--- src/rtl/u2d_pkg.sv ---
`default_nettype none
package u2d_pkg;

   localparam int unsigned QueueDepthDefault = 4;

   localparam logic [15:0] QMARK_CP   = 16'h003F;
   localparam logic [7:0]  QMARK_BYTE = 8'h3F;

   // one byte of the string
   typedef struct packed {
      logic [7:0] data_byte;
      logic       is_last;
   } req_type;

   // one decoded character
   typedef struct packed {
      logic [15:0] code_point;
      logic        end_of_string;
   } rsp_type;

   // queue entry: one or two characters caused by one byte
   // second character, when present, always ends the string
   typedef struct packed {
      logic [15:0] first_cp;
      logic        first_eos;
      logic        has_second;
      logic [7:0]  second_cp;
   } qent_type;

   // front to queue push channel
   typedef struct packed {
      logic     valid;
      qent_type entry;
   } push_type;

endpackage
`default_nettype wire

--- src/rtl/u2d_front.sv ---
`default_nettype none
module u2d_front import u2d_pkg::*; (
   input  wire logic     clock,
   input  wire logic     reset,
   input  wire logic     req_valid,
   input  wire req_type  req_data,
   input  wire logic     q_full,
   output logic          req_stall,
   output push_type      push
);

   logic [7:0] pending_lead_ff,   pending_lead_in;
   logic [7:0] pending_second_ff, pending_second_in;
   logic [1:0] bytes_pending_ff,  bytes_pending_in;
   logic [1:0] bytes_needed_ff,   bytes_needed_in;

   logic       accept;
   logic [7:0] b;
   logic       last;

   assign req_stall = q_full;
   assign accept    = req_valid && !q_full;
   assign b         = req_data.data_byte;
   assign last      = req_data.is_last;

   always_comb begin
      pending_lead_in   = pending_lead_ff;
      pending_second_in = pending_second_ff;
      bytes_pending_in  = bytes_pending_ff;
      bytes_needed_in   = bytes_needed_ff;
      push.valid            = 1'b0;
      push.entry.first_cp   = QMARK_CP;
      push.entry.first_eos  = last;
      push.entry.has_second = 1'b0;
      push.entry.second_cp  = QMARK_BYTE;

      if (bytes_pending_ff == 2'd0) begin
         if (b < 8'h80) begin
            push.valid          = accept;
            push.entry.first_cp = {8'h00, b};
         end else if ((b inside {[8'hC0:8'hDF]}) || (b inside {[8'hE0:8'hEF]})) begin
            if (last) begin
               // lead with nothing after it
               push.valid = accept;
            end else if (accept) begin
               pending_lead_in  = b;
               bytes_pending_in = 2'd1;
               bytes_needed_in  = (b inside {[8'hC0:8'hDF]}) ? 2'd1 : 2'd2;
            end
         end else begin
            // stray continuation or 4-byte lead
            push.valid = accept;
         end
      end else if (bytes_needed_ff == 2'd2) begin
         if (last) begin
            // cut three-byte sequence: lead gives '?', this byte decoded alone
            push.valid            = accept;
            push.entry.first_eos  = 1'b0;
            push.entry.has_second = 1'b1;
            push.entry.second_cp  = (b < 8'h80) ? b : QMARK_BYTE;
            if (accept) begin
               pending_lead_in   = 8'h00;
               pending_second_in = 8'h00;
               bytes_pending_in  = 2'd0;
               bytes_needed_in   = 2'd0;
            end
         end else if (accept) begin
            pending_second_in = b;
            bytes_pending_in  = 2'd2;
            bytes_needed_in   = 2'd1;
         end
      end else begin
         push.valid = accept;
         if (bytes_pending_ff >= 2'd2) begin
            push.entry.first_cp = {pending_lead_ff[3:0], pending_second_ff[5:0], b[5:0]};
         end else begin
            push.entry.first_cp = {5'b0, pending_lead_ff[4:0], b[5:0]};
         end
         if (accept) begin
            pending_lead_in   = 8'h00;
            pending_second_in = 8'h00;
            bytes_pending_in  = 2'd0;
            bytes_needed_in   = 2'd0;
         end
      end
   end

   always_ff @(posedge clock) begin
      if (reset) begin
         pending_lead_ff   <= 8'h00;
         pending_second_ff <= 8'h00;
         bytes_pending_ff  <= 2'd0;
         bytes_needed_ff   <= 2'd0;
      end else begin
         pending_lead_ff   <= pending_lead_in;
         pending_second_ff <= pending_second_in;
         bytes_pending_ff  <= bytes_pending_in;
         bytes_needed_ff   <= bytes_needed_in;
      end
   end

   // an open sequence always waits for at least one more byte
   a_open_needs: assert property (@(posedge clock) disable iff (reset)
      (bytes_pending_ff != 2'd0) |-> (bytes_needed_ff != 2'd0))
      else $error("open sequence with nothing needed");

   a_closed_clear: assert property (@(posedge clock) disable iff (reset)
      (bytes_pending_ff == 2'd0) |-> (bytes_needed_ff == 2'd0))
      else $error("closed sequence still needs bytes");

   // a last byte always leaves the decoder with no sequence open
   a_last_closes: assert property (@(posedge clock) disable iff (reset)
      (accept && last) |=> (bytes_pending_ff == 2'd0))
      else $error("sequence left open after last byte");

endmodule
`default_nettype wire

--- src/rtl/u2d_queue.sv ---
`default_nettype none
module u2d_queue import u2d_pkg::*; #(
   parameter int unsigned DEPTH = QueueDepthDefault
) (
   input  wire logic     clock,
   input  wire logic     reset,
   input  wire push_type push,
   input  wire logic     pop,
   output logic          q_full,
   output logic          q_valid,
   output qent_type      q_entry
);

   localparam int unsigned PtrW = (DEPTH > 1) ? $clog2(DEPTH) : 1;
   localparam int unsigned CntW = $clog2(DEPTH + 1);
   localparam logic [PtrW-1:0] LastPtr = PtrW'(DEPTH - 1);
   localparam logic [CntW-1:0] FullCnt = CntW'(DEPTH);

   qent_type        slots_ff [DEPTH];
   logic [PtrW-1:0] wr_ptr_ff, wr_ptr_in;
   logic [PtrW-1:0] rd_ptr_ff, rd_ptr_in;
   logic [CntW-1:0] count_ff,  count_in;
   logic            do_push, do_pop;

   assign q_full  = (count_ff == FullCnt);
   assign q_valid = (count_ff != '0);
   assign q_entry = slots_ff[rd_ptr_ff];
   assign do_push = push.valid && !q_full;
   assign do_pop  = pop && q_valid;

   always_comb begin
      wr_ptr_in = wr_ptr_ff;
      rd_ptr_in = rd_ptr_ff;
      count_in  = count_ff;
      if (do_push) begin
         wr_ptr_in = (wr_ptr_ff == LastPtr) ? '0 : wr_ptr_ff + 1'b1;
      end
      if (do_pop) begin
         rd_ptr_in = (rd_ptr_ff == LastPtr) ? '0 : rd_ptr_ff + 1'b1;
      end
      if (do_push && !do_pop) begin
         count_in = count_ff + 1'b1;
      end else if (!do_push && do_pop) begin
         count_in = count_ff - 1'b1;
      end
   end

   always_ff @(posedge clock) begin
      if (reset) begin
         wr_ptr_ff <= '0;
         rd_ptr_ff <= '0;
         count_ff  <= '0;
      end else begin
         wr_ptr_ff <= wr_ptr_in;
         rd_ptr_ff <= rd_ptr_in;
         count_ff  <= count_in;
      end
   end

   always_ff @(posedge clock) begin
      if (do_push) begin
         slots_ff[wr_ptr_ff] <= push.entry;
      end
   end

   a_no_overflow: assert property (@(posedge clock) disable iff (reset)
      push.valid |-> !q_full)
      else $error("push into full queue");

   a_count_range: assert property (@(posedge clock) disable iff (reset)
      count_ff <= FullCnt)
      else $error("queue count out of range");

   a_ptr_track: assert property (@(posedge clock) disable iff (reset)
      (count_ff == '0) |-> (wr_ptr_ff == rd_ptr_ff))
      else $error("empty queue with pointers apart");

endmodule
`default_nettype wire

--- src/rtl/u2d_back.sv ---
`default_nettype none
module u2d_back import u2d_pkg::*; (
   input  wire logic     clock,
   input  wire logic     reset,
   input  wire logic     q_valid,
   input  wire qent_type q_entry,
   output logic          pop,
   output logic          rsp_valid,
   input  wire logic     rsp_stall,
   output rsp_type       rsp_data
);

   logic    rsp_valid_ff, rsp_valid_in;
   rsp_type rsp_data_ff,  rsp_data_in;
   logic    phase_ff,     phase_in;
   logic    out_free, load;

   assign out_free = !rsp_valid_ff || !rsp_stall;
   assign load     = out_free && q_valid;
   // entry retires with its last character
   assign pop      = load && (phase_ff || !q_entry.has_second);

   always_comb begin
      rsp_valid_in = rsp_valid_ff;
      rsp_data_in  = rsp_data_ff;
      phase_in     = phase_ff;
      if (out_free) begin
         rsp_valid_in = q_valid;
      end
      if (load) begin
         if (phase_ff) begin
            rsp_data_in.code_point    = {8'h00, q_entry.second_cp};
            rsp_data_in.end_of_string = 1'b1;
            phase_in                  = 1'b0;
         end else begin
            rsp_data_in.code_point    = q_entry.first_cp;
            rsp_data_in.end_of_string = q_entry.first_eos;
            phase_in                  = q_entry.has_second;
         end
      end
   end

   always_ff @(posedge clock) begin
      if (reset) begin
         rsp_valid_ff <= 1'b0;
         phase_ff     <= 1'b0;
      end else begin
         rsp_valid_ff <= rsp_valid_in;
         phase_ff     <= phase_in;
      end
   end

   always_ff @(posedge clock) begin
      rsp_data_ff <= rsp_data_in;
   end

   assign rsp_valid = rsp_valid_ff;
   assign rsp_data  = rsp_data_ff;

   // second half pending means the first half is on the output
   a_phase_out: assert property (@(posedge clock) disable iff (reset)
      phase_ff |-> rsp_valid_ff)
      else $error("second character pending with output empty");

   a_phase_entry: assert property (@(posedge clock) disable iff (reset)
      phase_ff |-> (q_valid && q_entry.has_second))
      else $error("second character pending without its entry");

   a_first_no_eos: assert property (@(posedge clock) disable iff (reset)
      phase_ff |-> !rsp_data_ff.end_of_string)
      else $error("end of string flagged before second character");

endmodule
`default_nettype wire

--- src/rtl/utf8_to_ucs2_decoder_top.sv ---
// UTF-8 to UCS-2 stream decoder. Bytes arrive on req_ one per transfer, the
// final byte of each string flagged by is_last; 16-bit characters leave on
// rsp_. ASCII passes through, 110xxxxx leads join one more byte, 1110xxxx
// leads join two more (only the low six bits of following bytes are used,
// they are not checked). Stray continuation bytes and leads 0xF0 and up give
// '?' (0x3F). A lead cut off by the end of string gives '?'; if a three-byte
// sequence ends after its second byte, that byte is then decoded on its own.
// end_of_string marks the last character caused by the last byte; no
// sequence spans two strings. Throughput is one byte per clock: the front
// decoder keeps the open-sequence state and takes a byte every cycle while
// the queue has room. Each byte yields zero, one or two characters; the
// output register sends one character per cycle while rsp_stall is low;
// the extra character of a cut three-byte sequence waits in the queue
// (QUEUE_DEPTH entries), which sits before the output register.
`default_nettype none
module utf8_to_ucs2_decoder_top import u2d_pkg::*; #(
   parameter int unsigned QUEUE_DEPTH = QueueDepthDefault
) (
   input  wire logic    clock,
   input  wire logic    reset,
   input  wire logic    req_valid,
   output logic         req_stall,
   input  wire req_type req_data,
   output logic         rsp_valid,
   input  wire logic    rsp_stall,
   output rsp_type      rsp_data
);

   push_type push;
   logic     q_full;
   logic     q_valid;
   qent_type q_entry;
   logic     pop;

   // front: sequence tracking and character assembly
   u2d_front u_front (
      .clock     (clock),
      .reset     (reset),
      .req_valid (req_valid),
      .req_data  (req_data),
      .q_full    (q_full),
      .req_stall (req_stall),
      .push      (push)
   );

   // decouples byte intake from character output
   u2d_queue #(
      .DEPTH (QUEUE_DEPTH)
   ) u_queue (
      .clock   (clock),
      .reset   (reset),
      .push    (push),
      .pop     (pop),
      .q_full  (q_full),
      .q_valid (q_valid),
      .q_entry (q_entry)
   );

   // back: splits entries into characters, drives output register
   u2d_back u_back (
      .clock     (clock),
      .reset     (reset),
      .q_valid   (q_valid),
      .q_entry   (q_entry),
      .pop       (pop),
      .rsp_valid (rsp_valid),
      .rsp_stall (rsp_stall),
      .rsp_data  (rsp_data)
   );

endmodule
`default_nettype wire
--- config.mk ---
export PLATFORM = sky130hd
export DESIGN_NAME = utf8_to_ucs2_decoder_top
export DESIGN_NICKNAME = d
export VERILOG_FILES = /design/src/rtl/u2d_pkg.sv /design/src/rtl/u2d_front.sv /design/src/rtl/u2d_queue.sv /design/src/rtl/u2d_back.sv /design/src/rtl/utf8_to_ucs2_decoder_top.sv
export SDC_FILE = /design/constraint.sdc
export NUM_CORES = 1
export LEC_CHECK = 0
export ABC_AREA = 1
export BUFFER_PORTS_ARGS = -buffer_cell sky130_fd_sc_hd__buf_2
export CAP_MARGIN = 15
export CORE_UTILIZATION = 35
export DETAILED_ROUTE_END_ITERATION = 8
export GPL_TIMING_DRIVEN = 0
export PLACE_DENSITY = 0.48
export SETUP_SLACK_MARGIN = 0.5
export SLEW_MARGIN = 25
export SYNTH_ARGS = -nofsm -noshare
export SYNTH_HDL_FRONTEND = slang
export SYNTH_HIERARCHICAL = 1
export SYNTH_SLANG_ARGS = --single-unit
--- constraint.sdc ---
create_clock -name clock -period 2.9 [get_ports clock]
set_clock_uncertainty 0.05 [all_clocks]
set_input_delay 0 -clock clock [delete_from_list [all_inputs] [get_ports clock]]
set_output_delay 0 -clock clock [all_outputs]
set_load 0.05 [all_outputs]
==> results_dict.tcl <==
set metrics [dict create \
    syn_nets 584 \
    setup_violations 0 \
    final_area_sq_um 7600 \
    worst_path_most_repeated_cell "nand2_2" \
    clock.fmax_mhz 439 \
    cts_tree "done" \
    initial_core_util_pct 35.7 \
    groute.usage.overall_pct 17.9 \
    synth_compound_area_share_pct 8.64 \
    avgSynthCellArea_sq_um 10.9 \
    max-vdd-ir-drop_v 0.000500 \
    hpwl_microns 9350 \
    drt_first_pass_iters 4 \
    hold_path_class "primary input to flop" \
    finalSetupTns_ns 0 \
    cap_viol_max_count 0 \
    drive_gt1_share_pct 21.7 \
    clk_latency_ns 0.42 \
    place_congestion 0.825 \
    yosysWarnings 6 \
    yosysMostFrequentCell "edfxtp_1" \
    synth_top_area_cell "edfxtp_1" \
    period_minus_slack_ns 2.28 \
    coreArea_sq_um 17200 \
    drt_wl_total_microns 15600 \
    drc 0 \
    ant_nets 0 \
    drv_slew 0 \
    die_y_microns 134 \
    crit_chain "nor2_1 > nand2_2 > inv_1 > inv_2 > nand2_4 > inv_4 > nand2_2 > a21oi_4 > nand2_8 > buf_4 > nor2_4" \
    antennaDiodeCount 0 \
    cp.arrival_ns 2.29 \
    final_nets 671 \
    grt_pass1_wl_microns 23200 \
    synth_adder_area_share_pct 1.55 \
    end_kind "flop" \
    io_pins 32 \
    syn_inst 564 \
    clkTransAtPathRegs_ns 0.06 \
    ys_types 34 \
    row_count 48 \
    grt_pass1_vias 4095 \
    synth-xor-area-share_pct 0.143 \
    synth_top_area_share_pct 59.3 \
    required_ns 2.91 \
    cts_buffer_depth 2 \
    clk_root_buffer_cell "clkbuf_16" \
    cp_slowest_cell "nor2_4" \
    synth.mux.area_fraction_pct 0 \
    wl_per_cell_microns 17.6 \
    yosysSeqAreaShare_pct 67.8 \
    portBuffers 31 \
    numCtsBuffers 17 \
    p_per_area_nw_per_um2 1030 \
    fin_ws_ns 0.620 \
    tightestPinTransition_ns 0.818 \
    yosys-top-cells-area "edfxtp_1, dfxtp_1, nand2_1, nor2_1, o21ai_0" \
    numClockSinks 147 \
    grt_remaining_overflow 0 \
    max_stage_delay_ns 0.49 \
    finalHoldViolations 0 \
    synthArstFlopShare_pct 0 \
    yosys-top-cells-count "edfxtp_1, nand2_1, nor2_1" \
    die_w_microns 134 \
    cts_max_level 4 \
    crit_family "simple AND/OR/NAND/NOR gates" \
    status "finished clean" \
    avgViaCountPerCell 4.81 \
    place_area_sq_um 6620 \
    antenna_found_initial 0 \
    rsz0062_at_grt "true" \
    synth_top_family_by_area "simple AND/OR/NAND/NOR gates" \
    post-route-period-util_pct 78.6 \
    critPathBufInv 4 \
    synth_edf_count 121 \
    finalPower_mw 7.80 \
    synth-seq-cells 147 \
    critPathMaxFanout 13 \
    critPathKind "flop to flop" \
    syn_area_sq_um 6130 \
    synth-main-ff-cell "edfxtp_1" \
    leakage_nw 2.80 \
    place_ws_ns 0.00504 \
    grt_max_degree 27 \
    syn2layout_area_growth_pct 24.0 \
    vias 4274 \
    dieArea_sq_um 18000 \
    relSlewSlack_pct 45.4 \
    drt_iter0_drc 359 \
    hold_slack_ns 0.0350 \
    start_kind "flop" \
    yosys.area_share.simple_pct 16.3 \
]
-- what timing repair did --
| action | in CTS | in global routing |
|---|---|---|
| setup endpoints to repair | 107 | 75 |
| cloned | 3 | 1 |
| hold buffers | 17 | 0 |
| pin swaps | 7 | 4 |
| resized for setup | 27 | 11 |
| setup buffers | 8 | 8 |
| endpoints found under the hold margin | 67 | 0 |
-- routing by layer --
layer	GRT usage [%]	vias to the layer above	wire [microns]
met5	0	-	0
met4	6.24	0	224
met3	4.38	18	570
met2	29.8	77	7700
met1	22.7	2075	7110
li1	-	2104	-
-- placed cells by master (no fill, tap or decap), types with 2 or more instances in the layout --
cell / instances
edfxtp_1: 121
nand2_1: 104
nor2_1: 96
inv_1: 36
buf_2: 35
o21ai_0: 33
o22ai_1: 25
buf_4: 23
dfxtp_1: 22
o21ai_1: 20
clkbuf_16: 17
dlygate4sd3_1: 17
a21oi_1: 15
nor2_4: 10
inv_2: 8
nand3_1: 7
nand4_1: 7
clkinv_2: 6
buf_6: 6
clkinvlp_4: 5
nor2_2: 5
nand2_2: 5
ha_1: 5
inv_4: 3
buf_8: 3
dfxtp_2: 3
inv_6: 2
clkbuf_1: 2
nand3b_1: 2
-- sequential cells by signal, summed over array words and instances (netlist names), named ones only --
signal                     flops
u_queue/slots_ff             104
u_back/rsp_data               17
u_front/pending_second_ff      6
u_front/pending_lead_ff        5
u_queue/count_ff               3
u_front/bytes_needed_ff        2
u_front/bytes_pending_ff       2
u_queue/rd_ptr_ff              2
u_queue/wr_ptr_ff              2
u_back/phase_ff                1
u_back/rsp_valid               1
-- worst paths after layout --
check             cells past startpoint                                      start  slack [ns]                                        end
setup / recovery                     11           u_queue/count_ff[1]$_SDFFE_PP0P_        0.62          u_queue/slots_ff[0][21]$_DFFE_PP_
hold / removal                        3                                req_data[7]        0.04          u_queue/slots_ff[2][16]$_DFFE_PP_
setup reg to reg                     11           u_queue/count_ff[1]$_SDFFE_PP0P_        0.62          u_queue/slots_ff[0][21]$_DFFE_PP_
hold reg to reg                       2  u_front/pending_second_ff[1]$_SDFFE_PP0P_        0.42  u_front/pending_second_ff[1]$_SDFFE_PP0P_
-- where the power goes --
part	switching, mW	internal [mW]
registers	0.120	2.77
logic	2.01	0.889
clock network	0.852	1.17
total	2.98	4.82
-- through the flow --
step	utilization, %	instances
final	44.3	889
after global routing	44.3	889
after CTS	43.7	880
after detailed placement	38.5	820
after global placement	38.5	820
after floorplan	-	564
-- area by class of cell --
cell class | instances | area [sq um]
fill | 1666 | 9580
sequential | 147 | 4160
multi-input combinational | 350 | 1780
timing repair buffer | 64 | 445
clock buffer | 18 | 429
tap | 225 | 282
inverter | 49 | 196
buffer | 22 | 193
clock inverter | 14 | 115
-- tightest hold or removal path: stages --
cell     delay, ns
buf_2         0.11
inv_1         0.07
o32ai_1       0.13
-- kinds of logic (layout without fill, tap and decap cells) --
logic type,after synthesis,count (layout)
simple gates,239,243
flops,147,147
compound gates,98,98
buf+inv,71,167
fa+ha+maj,7,7
other cells,1,1
xor+xnor,1,1
(Power assumes the default switching activity.)
